**src/hdl/cas_fifo.sv**
```systemverilog
// ----------------------------------------------------------------------------
// cas_fifo
// Two-entry queue with push/full and pop/empty sides.
// ----------------------------------------------------------------------------
`default_nettype none

module cas_fifo #(
  parameter int Width = 1
) (
  input  wire logic             clk_i,
  input  wire logic             rst_ni,
  input  wire logic             push_i,
  input  wire logic [Width-1:0] data_i,
  output logic                  full_o,
  input  wire logic             pop_i,
  output logic      [Width-1:0] data_o,
  output logic                  empty_o
);

  logic [Width-1:0] mem_q [2];
  logic             wr_ptr_q, rd_ptr_q;
  logic [1:0]       cnt_q;
  logic             do_push, do_pop;

  assign full_o  = (cnt_q == 2'd2);
  assign empty_o = (cnt_q == 2'd0);
  assign data_o  = mem_q[rd_ptr_q];
  assign do_push = push_i && !full_o;
  assign do_pop  = pop_i && !empty_o;

  always_ff @(posedge clk_i or negedge rst_ni) begin
    if (!rst_ni) begin
      wr_ptr_q <= 1'b0;
      rd_ptr_q <= 1'b0;
      cnt_q    <= 2'd0;
    end else begin
      if (do_push) wr_ptr_q <= !wr_ptr_q;
      if (do_pop)  rd_ptr_q <= !rd_ptr_q;
      if (do_push && !do_pop) begin
        cnt_q <= cnt_q + 2'd1;
      end else if (do_pop && !do_push) begin
        cnt_q <= cnt_q - 2'd1;
      end
    end
  end

  always_ff @(posedge clk_i) begin
    if (do_push) mem_q[wr_ptr_q] <= data_i;
  end

endmodule

`default_nettype wire

```
**config.mk**
```make
export PLATFORM = sky130hd
export DESIGN_NAME = cas_fifo
export DESIGN_NICKNAME = d
export VERILOG_FILES = /design/src/hdl/cas_fifo.sv
export SDC_FILE = /design/constraint.sdc
export NUM_CORES = 1
export LEC_CHECK = 0
export BUFFER_PORTS_ARGS = -buffer_cell sky130_fd_sc_hd__buf_2
export CAP_MARGIN = 40
export CORE_AREA = 2 2 39 41
export CTS_BUF_LIST = sky130_fd_sc_hd__clkbuf_8 sky130_fd_sc_hd__clkbuf_16
export DETAILED_ROUTE_END_ITERATION = 10
export DIE_AREA = 0 0 41 43
export HOLD_SLACK_MARGIN = 0.1
export PLACE_DENSITY = 0.5
export SYNTH_ARGS = -nofsm -noshare
export SYNTH_HDL_FRONTEND = slang
export SYNTH_SLANG_ARGS = --single-unit
```
**constraint.sdc**
```tcl
create_clock -name clk_i -period 1.4 [get_ports clk_i]
set_input_delay 0.21 -clock clk_i [delete_from_list [all_inputs] [get_ports clk_i]]
set_output_delay 0.21 -clock clk_i [all_outputs]
set_load 0.02 [all_outputs]
```
Yosys cells after proc, flatten, opt, wreduce, memory -nomap -nowiden
Memory sizes are Yosys's and may differ from the RTL's.
Index checks and enable logic that the tools add are counted.
{ "totals": {"elab_cells": 23, "output_inout_bits": 3, "reg_bits": 4, "ram_bits": 2, "in_bits": 5, "memories": 1, "romBits": 0, "latch_bits": 0} }
{ "memory_table": {"columns": ["memory", "words", "width", "read_ports", "rd_clocked_by_memory_dff", "write_ports", "line", "text"], "rows": [
  ["mem_q", 2, 1, 1, 0, 1, "20", "logic [Width-1:0] mem_q [2];"]
]} }
{ "classes": {"n_mux": 4, "n_shift": 0, "n_div": 0, "addsub": 2, "mul": 0, "eq_ne": 1, "n_lt_le_gt_ge": 0, "n_reduce_logical": 12, "bitwise": 0} }
{ "ops": {"columns": ["op", "count"], "rows": [
  ["$logic_not 1->1", 6],
  ["$logic_and 1x1->1", 4],
  ["$mux 2", 2],
  ["$add 2x1->2 const B", 1],
  ["$eq 2x2->1 const B", 1],
  ["$logic_not 2->1", 1],
  ["$mux 1", 2],
  ["$reduce_bool 2->1", 1],
  ["$sub 2x1->2 const B", 1]
]} }

Depth between registers and ports, before layout
{ "depth": {"word_depth": 7, "mapped_depth": 7} }

Worst setup path after synthesis
OpenSTA, ideal clock, no wires.
{ "synth_timing": {"path_kind": "register to register", "startpoint": "register cnt_q[0]", "endpoint": "register cnt_q[1]", "setup_time_ns": 0.079, "slack_ns": 0.021, "period_less_slack_ns": 1.379, "t_arrival_ns": 1.300, "stages_incl_launch_ff": 7, "cell_sequence": "dfrtp_1 > nand2b_1 > nand2_1 > inv_1 > ha_1 > nor2_1 > xor2_1"} }
{ "synth_via": {"elab_chain_cells": 6} }
{ "synth_lines": {"columns": ["item", "line", "text"], "rows": [
  ["start: declaration", "22", "logic [1:0] cnt_q;"],
  ["start signal: assignment", "40", "cnt_q <= cnt_q + 2'd1;"],
  ["start signal: assignment", "42", "cnt_q <= cnt_q - 2'd1;"],
  ["$eq 2x2->1 *", "25", "assign full_o = (cnt_q == 2'd2);"],
  ["$logic_not 1->1 *", "28", "assign do_push = push_i && !full_o;"],
  ["$logic_and 1x1->1 *", "28", null],
  ["net do_push", "23", "logic do_push, do_pop;"],
  ["$logic_not 1->1", "41", "end else if (do_pop && !do_push) begin"],
  ["$logic_and 1x1->1", "41", null],
  ["$reduce_bool 2->1 (no source line)", null, null]
]} }
The timed path passes the listed nets; every way through them passes the cells marked *. The select of a mux whose other input is x is not followed.
A chain may end at the register's enable or synchronous reset.

Worst setup path in the final report
{ "layout_timing": {"startpoint": "register cnt_q[0]", "endpoint": "register cnt_q[1]"} }
{ "layout_via": {"elab_chain_cells": 6} }
{ "layout_lines": {"columns": ["item", "line"], "rows": [
  ["$eq 2x2->1 or $logic_not 2->1 (tied branches)", "25, 26"],
  ["$logic_not 1->1 (on tied branches)", "28, 29"],
  ["$logic_and 1x1->1 (on tied branches)", "28, 29"],
  ["$logic_not 1->1 (on tied branches)", "41, 39"],
  ["$logic_and 1x1->1 (on tied branches)", "41, 39"],
  ["$reduce_bool 2->1 (no source line) or $mux 2 (tied branches)", null]
]} }
Several ways; a longest one is shown, not always the timed one. The select of a mux whose other input is x is not followed.

==> impl_metrics.ini <==
[sta]
holdWs_ns = 0.189
timing.setup.tns_ns = 0
timing.final.crit_share = 0.940
setup_viol = 0
maxSlewViolCount = 0
rsz0062_at_grt = true
clock.fmax_ghz = 0.760
worst_pin_slew_ns = 0.165
hold_viol_final = 0
finalClockSkew_ns = 0.00236
period_needed_ns = 1.32
fin_ws_ns = 0.0838
relSlewSlack = 0.890

[setup_path]
crit_arrival_ns = 1.41
critical_path_required_ns = 1.50
slowest_delay_ns = 0.36
crit_path_cell_trace = buf_4 -> o21ai_2 -> ha_2 -> xor2_1 -> nor2_1 -> xor2_1
crit_type = reg2reg
critPathMostFrequentCell = xor2_1
end_kind = flip-flop
crit_fanout = 2
startpoint_type = flip-flop
cpMaxStageDelayCell = dfrtp_1

[cells_and_area]
diodes = 0
area_growth_pct = 58.9
nNetsFinal = 47
drive_gt1_frac = 0.487

[grt]
grt_first_pass_wirelength_um = 779
grt_pass1_vias = 210
grt_max_degree = 5
antenna_found_initial = 0
grt-ovfl-total = 0
grt_usage = 0.0727

[synth]
synth_top_area_frac = 0.374
synthTopCellsByCount = 4 x dfrtp_1, 3 x nor2_1, 3 x xnor2_1
syn_area_um2 = 268
synth.avg_cell_area_um2 = 12.2
synth_cells = 22
ys_warn_count = 0
synth_ff_type = dfrtp_1
synth_area_leaders = dfrtp_1 37%, edfxtp_1 22%, xnor2_1 9.8%
synth_nets = 28
yosysMostFrequentCell = dfrtp_1
ys_async_sr_fraction = 0.667
ys_seq_area_frac = 0.598
yosys.area.top_type = dfrtp_1
synth.distinct_cells = 12
ys_ff_latch = 6
synth_edf_count = 2

[clock_tree]
cts_made_buffers = 3
clk_pin_slew_ns = 0.04
cts_tree = yes
clockRootBuffer = clkbuf_8
ctsLongestPathBuffers = 2
cts_num_sinks = 6
htree_num_levels = 1
clock_latency_ns = 0.21

[floorplanning]
io_pins = 8
fp-row-count = 14
die_y_um = 43
die_x_um = 41
dieArea_mm2 = 0.00176
fp.coreArea_mm2 = 0.00138
initial_core_util = 0.193

[power]
vdd_drop_max_mv = 0.892
leakage_nw = 0.209
powerDensity_mw_per_mm2 = 2410

[routing]
drt_wl_total_um = 498
dr.pass1.iters = 3
first_iter_violations = 3
viasPerCell = 3.56
post-route-drc-count = 0
final_antenna_net_count = 0
wl_per_cell_um = 9.05
vias = 196

[placement]
port_buffers = 7
place_ws_ns = 0.0588
gp_congestion = 0.581
place_hpwl_um = 381

[hold_path]
hold_class = in2reg

[job]
drv_cap = 0

[run_status]
status = completed
[placed cells by master (no fill, tap or decap)]
cell	count
and3_1	1
nor2_1	3
edfxtp_1	2
ha_2	1
clkbuf_8	3
xnor2_1	3
inv_1	2
mux2_2	1
xor2_1	2
buf_4	6
nand2b_1	1
buf_2	7
o21ai_2	1
dlygate4sd3_1	1
dfrtp_1	4
nand2_1	1
[critical path, delay by kind of cell, from the launching register on]
family | cells | cell delay (ns)
flip-flops | 1 | 0.36
AO/OA/AOI/OAI | 1 | 0.15
buffers and inverters | 1 | 0.14
XOR/XNOR | 2 | 0.29
AND/OR/NAND/NOR | 1 | 0.07
adder cells (fa/ha/maj) | 1 | 0.19
[registers in the layout, summed over array words and instances (netlist names)]
register  cells
cnt_q         2
mem_q         2
rd_ptr_q      1
wr_ptr_q      1
[layer usage]
| layer | wire length (um) | GRT usage | up-vias |
|---|---|---|---|
| met3 | 50 | 0.0314 | 0 |
| met1 | 260 | 0.0918 | 83 |
| met5 | 0 | 0 | - |
| met2 | 188 | 0.0906 | 8 |
| met4 | 0 | 0.0600 | 0 |
| li1 | - | - | 105 |
[layout make-up]
| type | instances | area [um2] |
|---|---|---|
| timing repair buffer | 14 | 90.1 |
| inverter | 2 | 7.51 |
| multi-input combinational | 14 | 106 |
| clock buffer | 3 | 41.3 |
| fill | 143 | 958 |
| sequential | 6 | 160 |
| tap | 16 | 20.0 |
[final timing paths]
check	cells after the start	slack [ns]	end	start
min in group asynchronous	2	0.34	cnt_q[0]$_DFFE_PN0P_	rst_ni
max	6	0.08	cnt_q[1]$_DFFE_PN0P_	cnt_q[0]$_DFFE_PN0P_
max in group asynchronous	2	0.93	rd_ptr_q$_DFFE_PN0P_	rst_ni
min	1	0.19	mem_q[1]$_DFFE_PP_	data_i
max reg2reg	6	0.08	cnt_q[1]$_DFFE_PN0P_	cnt_q[0]$_DFFE_PN0P_
min reg2reg	1	0.49	wr_ptr_q$_DFFE_PN0P_	wr_ptr_q$_DFFE_PN0P_
[report_power, final]
group	total, W	leakage [nW]	internal, W	switching [W]
logic	0.000458	0.122	0.000253	0.000205
registers	0.000319	0.0652	0.000264	0.0000552
clock network	0.000249	0.0216	0.000184	0.0000650
total	0.00103	0.209	0.000701	0.000325
[logic make-up (layout without fill, tap and decap cells)]
family | after synthesis | after routing | synth area share
fa+ha+maj | 1 | 1 | 0.0467
simple gates | 6 | 6 | 0.103
buf+inv | 2 | 19 | 0.0280
xor+xnor | 5 | 5 | 0.164
flops | 6 | 6 | 0.598
mux | 1 | 1 | 0.0421
compound gates | 1 | 1 | 0.0187
[what timing repair did]
action,in CTS,in global routing
hold buffers,1,0
endpoints found under the setup margin,0,1
gates resized for setup,0,2
setup buffers,0,2
hold endpoints to repair,4,0
[stage by stage]
step / util / instance area, um2 / total power, W / std cells
6_report: 0.307 / 425 / 0.00103 / 55
3_5_place_dp: 0.255 / 353 / 0.000727 / 49
4_1_cts: 0.292 / 404 / 0.000990 / 53
5_1_grt: 0.307 / 425 / 0.00112 / 55
2_1_floorplan: - / 268 / 0.000576 / 22
3_3_place_gp: 0.255 / 353 / 0.000721 / 49
Note: power is estimated with default switching activity, not from simulation.
