File: config.mk
export PLATFORM = sky130hd
export DESIGN_NAME = cas_front
export DESIGN_NICKNAME = d
export VERILOG_FILES = /design/src/hdl/cas_pkg.sv /design/src/hdl/cas_front.sv
export SDC_FILE = /design/constraint.sdc
export NUM_CORES = 1
export LEC_CHECK = 0
export ABC_AREA = 0
export BUFFER_PORTS_ARGS = -buffer_cell sky130_fd_sc_hd__buf_4
export CAP_MARGIN = 20
export CORE_MARGIN = 2
export CORE_UTILIZATION = 43
export CTS_BUF_LIST = sky130_fd_sc_hd__clkbuf_16
export CTS_CLUSTER_DIAMETER = 200
export DETAILED_ROUTE_END_ITERATION = 10
export PLACE_DENSITY = 0.78
export SYNTH_ARGS = -nofsm -noshare
export SYNTH_HDL_FRONTEND = slang
export SYNTH_SLANG_ARGS = --single-unit
export TNS_END_PERCENT = 5
File: constraint.sdc
create_clock -name clk_i -period 3.1 [get_ports clk_i]
set_input_delay 0 -clock clk_i [delete_from_list [all_inputs] [get_ports clk_i]]
set_output_delay 0 -clock clk_i [all_outputs]
set_load 0.005 [all_outputs]
File: src/hdl/cas_pkg.sv
// ----------------------------------------------------------------------------
// cas_pkg
// Types and constants shared by the co-assignment similarity block.
// ----------------------------------------------------------------------------
`default_nettype none

package cas_pkg;

  localparam int ProbW  = 17;
  localparam int RowW   = 10;
  localparam int SlotW  = 4;
  localparam int CountW = 5;

  // Q1.16 one
  localparam logic [ProbW-1:0]  OneQ16         = 17'h10000;
  localparam logic [CountW-1:0] NumClustersRst = 5'd1;

  typedef enum logic [0:0] {
    OP_LOAD  = 1'b0,
    OP_QUERY = 1'b1
  } op_e;

  typedef enum logic [1:0] {
    CMD_WRITE = 2'd0,
    CMD_DOT   = 2'd1,
    CMD_UNIT  = 2'd2
  } cmd_e;

  typedef struct packed {
    op_e               operation;
    logic [RowW-1:0]   row_index;
    logic [RowW-1:0]   other_row;
    logic [SlotW-1:0]  cluster_index;
    logic [ProbW-1:0]  probability;
  } in_item_t;

  typedef struct packed {
    logic [ProbW-1:0] similarity;
    logic             same_row;
  } out_item_t;

  // Classified work passed from the front to the back end
  typedef struct packed {
    cmd_e              kind;
    logic [RowW-1:0]   row_a;
    logic [RowW-1:0]   row_b;
    logic              a_ok;
    logic              b_ok;
    logic [SlotW-1:0]  slot;
    logic [ProbW-1:0]  prob;
  } cmd_t;

endpackage

`default_nettype wire

File: src/hdl/cas_front.sv
// ----------------------------------------------------------------------------
// cas_front
// Input stage: takes items, sorts them into store writes, dot products and
// same-row answers, and drops loads that fall outside the store.
// ----------------------------------------------------------------------------
`default_nettype none

module cas_front #(
  parameter int MAX_ROWS     = 1024,
  parameter int MAX_CLUSTERS = 16
) (
  input  wire logic              clk_i,
  input  wire logic              rst_ni,
  input  wire logic              push,
  output logic                   full,
  input  wire cas_pkg::in_item_t item_i,
  output logic                   cmd_push_o,
  output cas_pkg::cmd_t          cmd_o,
  input  wire logic              cmd_full_i
);

  import cas_pkg::*;

  cmd_t cmd_q, cls;
  logic vld_q;
  logic accept, keep;

  assign full       = vld_q && cmd_full_i;
  assign accept     = push && !full;
  assign cmd_push_o = vld_q;
  assign cmd_o      = cmd_q;

  always_comb begin
    cls.row_a = item_i.row_index;
    cls.row_b = item_i.other_row;
    cls.a_ok  = (32'(item_i.row_index) < MAX_ROWS);
    cls.b_ok  = (32'(item_i.other_row) < MAX_ROWS);
    cls.slot  = item_i.cluster_index;
    cls.prob  = (item_i.probability > OneQ16) ? OneQ16 : item_i.probability;
    keep      = 1'b1;
    if (item_i.operation == OP_LOAD) begin
      cls.kind = CMD_WRITE;
      keep     = cls.a_ok && (32'(item_i.cluster_index) < MAX_CLUSTERS);
    end else if (item_i.row_index == item_i.other_row) begin
      cls.kind = CMD_UNIT;
    end else begin
      cls.kind = CMD_DOT;
    end
  end

  always_ff @(posedge clk_i or negedge rst_ni) begin
    if (!rst_ni) begin
      vld_q <= 1'b0;
    end else if (accept) begin
      vld_q <= keep;
    end else if (!cmd_full_i) begin
      vld_q <= 1'b0;
    end
  end

  always_ff @(posedge clk_i) begin
    if (accept) cmd_q <= cls;
  end

endmodule

`default_nettype wire

## After elaboration in Yosys (flattened, before gate mapping)

Index checks and enable logic that the tools add are counted.

- Input port bits: 46
- Output and inout bits: 47
- Register bits after elaboration: 44

- Reductions and logical operators: 3
- Multiplexer cells: 3
- Equal/unequal tests: 2
- $lt $le $gt $ge: 1

Operator list:

| operator | count |
|---|---|
| $gt 17x17->1 const B | 1 |
| $eq 10x10->1 | 1 |
| $logic_and 1x1->1 | 2 |
| $mux 1 | 2 |
| $mux 2 | 1 |
| $ne 2x1->1 const B | 1 |
| $logic_not 1->1 | 1 |

## Depth between registers and ports, before layout

- Word-level depth: 4
- Depth in mapped cells: 3
- Mapped depth without buffers: 3

## Worst setup path before layout

OpenSTA, ideal clock, no wires.

- Kind: reg-to-reg
- Start point: register vld_q, in the netlist cmd_push_o
- End point: register cmd_q (netlist bit cmd_o[0]) (enable)
- Stages on the path, launching flop included: 3
- Period minus slack after synthesis: 2948 ps
- Slack: 152 ps
- Required time: 2651 ps
- Library setup time: 449 ps
- Arrival time: 2499 ps
- Cells stage by stage: dfrtp_1 -> and2_1 -> nor2b_1

- Longest elaborated chain between the ends: 3

RTL lines:

| element | line | text |
|---|---|---|
| from (decl) | cas_front.sv:25 | `logic vld_q;` |
| from (signal assigned) | cas_front.sv:55 | `vld_q <= keep;` |
| $logic_and 1x1->1 | cas_front.sv:28 | `assign full = vld_q && cmd_full_i;` |
| net full | cas_front.sv:15 | `output logic full,` |
| $logic_not 1->1 | cas_front.sv:29 | `assign accept = push && !full;` |
| $logic_and 1x1->1 | cas_front.sv:29 |  |
| net accept | cas_front.sv:26 | `logic accept, keep;` |
| to (signal assigned) | cas_front.sv:62 | `if (accept) cmd_q <= cls;` |
| to (decl) | cas_front.sv:24 | `cmd_t cmd_q, cls;` |

The timed path passes the listed nets, and every way through them passes these cells.
A chain may end at the register's enable or synchronous reset.

## Worst setup path after layout

- Start point: register vld_q, in the netlist cmd_push_o
- End point: register cmd_q (netlist bit cmd_o[27]) (enable)

- Longest elaborated chain between the ends: 3

RTL lines:

| element | line |
|---|---|
| $logic_and 1x1->1 | cas_front.sv:28 |
| $logic_not 1->1 | cas_front.sv:29 |
| $logic_and 1x1->1 | cas_front.sv:29 |
| net accept | cas_front.sv:26 |

The timed path passes the listed nets, and every way through them passes these cells.

==> flow_summary.ini <==
[detailed_routing]
wl_per_cell_um = 14.72
viasPerCell = 4.635
vias = 1205
wl_um = 3827
drt_iter0_markers = 34
ant_nets = 0
first_pass_iters = 4
drc = 0

[global_route]
overflow = 0
antenna_found_initial = 0
grt_max_degree = 31
grt_first_pass_wirelength_um = 5685
grt_pass1_vias = 1219
gr-usage-all-layers_pct = 18.38

[final_layout]
n_antenna_cell = 0
nets = 258
finalInstanceArea_um2 = 2873
area.growth.synth_to_final_pct = 70.83
drive_above_1_share_pct = 50.00

[yosys]
synth_seq_cells = 44
postSynthAreaPerCell_um2 = 18.89
netlist_area_um2 = 1682
synth-seq-area-share_pct = 78.27
syn_inst = 89
ys_warn_count = 0
yosysUniqueCellTypes = 18

[setup_path]
critical_path_required_ns = 3.08
crit_path_end_kind = flip-flop
regToRegSetupSlack_ns = 1.21
r2r_cells = 3
worstPathArrival_ns = 1.87
r2r_end = cmd_o[27]
path_cells = and2_1, nor2b_4, buf_4
slowest_delay_ns = 0.66
crit_slowest_cell = nor2b_4
rr_startpoint = cmd_push_o
worstSetupStartpointType = flip-flop
cp_max_fo = 30
path_class = reg2reg

[power_and_ir_drop]
power.leakage_uw = 0.001169
p_clk_share_pct = 42.1
vdd_ir_drop_max_mv = 0.3256
power_frac_seq_pct = 45.7
p_sw_uw = 273.7
power.density_nw_per_um2 = 535.9
p_int_uw = 1266
sw_frac_of_total_pct = 17.78
power_uw = 1540
combinationalPowerShare_pct = 12.3

[clock_network]
clock-root-buffer = clkbuf_16
clk_path_buf_depth = 2
cts_setup_buffers = 0
cts_max_level = 2
clk_pin_slew_ns = 0.06
clk_latency_ns = 0.28
cts-resized-gates = 0
numCtsBuffers = 5
ctsHoldBuffers = 27
clock-sinks = 44
cts_tree = done

[sta]
fin_crit_sh_pct = 60.97
rsz0062_at_grt = false
fin_tns_setup_ns = 0
setup_viol = 0
hold_viol = 0
fin_crit_ns = 1.890
tightest_slew_ns = 0.7992
slew_headroom_pct = 46.61
finClkSkew_ns = 0.001331
finalMaxSlewViolations = 0
fin_ws_ns = 1.210
fmax_mhz = 529.1

[floorplan]
initial_core_util_pct = 45.25
coreArea_um2 = 3716
die_h_um = 66.54
ios = 93
rows = 22
die_area_um2 = 4427
die_width_um = 66.54

[placed_design]
post-dp-hpwl_um = 2578
placed_area_um2 = 2417
place_congestion = 0.7444
place_worst_setup_slack_ns = 1.209
port_buffers = 90

[worst_hold_path]
min_to = cmd_o[7]
min_path_type = in2reg
hold_start = item_i[7]
whs_path_depth = 2

[outcome]
status = finished clean

[run]
maxCapViolCount = 0
[through the flow]
stage	std cells	utilization (%)	hold WS, ns
6_report	260	77.31	0.02993
5_1_grt	260	77.31	0.03573
4_1_cts	260	77.31	0.03174
3_5_place_dp	226	65.05	-0.2224
3_3_place_gp	226	65.05	-0.2250
2_1_floorplan	90	-	-0.2956
[power by group through the flow]
stage / combinational (µW) / sequential, µW / clock, µW
6_report: 189 / 703 / 648
3_3_place_gp: 156 / 714 / 0
2_1_floorplan: 42.1 / 720 / 0
4_1_cts: 189 / 703 / 656
3_5_place_dp: 161 / 715 / 0
5_1_grt: 205 / 706 / 680
[worst max-delay path by stage]
stage / startpoint / end / slack, ns / cells past startpoint
final: cmd_push_o / cmd_o[27] / 1.21 / 3
after global routing: cmd_push_o / cmd_o[41] / 1.08 / 3
after CTS: cmd_push_o / cmd_o[25] / 1.19 / 3
after detailed placement: cmd_push_o / cmd_o[27] / 1.21 / 3
after global placement: cmd_push_o / cmd_o[41] / 1.28 / 3
after floorplan: cmd_push_o / cmd_o[0] / 0.15 / 2
[critical path, delay by kind of cell, from the launching register on]
family                 cells  cell delay [ns]
buffers and inverters      1             0.34
DFF                        1             0.37
and+or+nand+nor            2             0.87
[cells in the mapped netlist]
master	count	area, µm²
inv_1	2	7.510
clkbuf_1	1	3.750
xnor2_1	10	87.58
nor4_2	2	25.02
or2_2	1	6.260
conb_1	1	3.750
dfrtp_1	1	25.02
buf_4	2	15.01
o31a_1	1	8.760
edfxtp_1	43	1291
nor4_4	2	42.54
and2_1	1	6.260
nor4_1	1	6.260
nor2b_1	16	100.1
nand2_1	1	3.750
a41oi_4	1	27.53
nor2b_2	1	8.760
nand4_1	2	12.51
[state kept, by name (all words and copies together), names as in the netlist]
signal / flops
cmd_push_o: 1
cmd_o: 43
[cell type report]
| class | count | area [µm²] |
|---|---|---|
| Multi-Input combinational cell | 41 | 350.3 |
| Fill cell | 235 | 843.3 |
| Clock inverter | 2 | 60.06 |
| Clock buffer | 5 | 125.1 |
| Sequential cell | 44 | 1316 |
| Inverter | 2 | 7.507 |
| Timing Repair Buffer | 118 | 953.4 |
| Tap cell | 48 | 60.06 |
[per-layer routing]
| layer | GRT usage (%) | up-vias | routed length (µm) |
|---|---|---|---|
| li1 | - | 569 | - |
| met1 | 18.30 | 553 | 1360 |
| met2 | 33.25 | 73 | 1996 |
| met3 | 6.081 | 10 | 386 |
| met4 | 10.20 | 0 | 84 |
| met5 | 0 | - | 0 |
[cell usage in the layout, fill, tap and decap left out, drive strengths merged]
master | Yosys | routed
nor2b | 17 | 17
conb | 1 | 2
edfxtp | 43 | 43
a41oi | 1 | 1
dlygate4sd3 | 0 | 27
dfrtp | 1 | 1
and2 | 1 | 1
bufinv | 0 | 2
clkbuf | 1 | 5
nand4 | 2 | 2
xnor2 | 10 | 10
buf | 2 | 91
o31a | 1 | 1
inv | 2 | 2
or2 | 1 | 1
nand2 | 1 | 1
nor4 | 5 | 5
[logic make-up after synthesis]
group | after synthesis | synth area share (%)
AO/OA/AOI/OAI | 2 | 2.158
flip-flops | 44 | 78.27
XOR/XNOR | 10 | 5.208
AND/OR/NAND/NOR | 27 | 12.57
other | 1 | 0.2230
buffers and inverters | 5 | 1.562
Note: power is estimated with default switching activity, not from simulation.
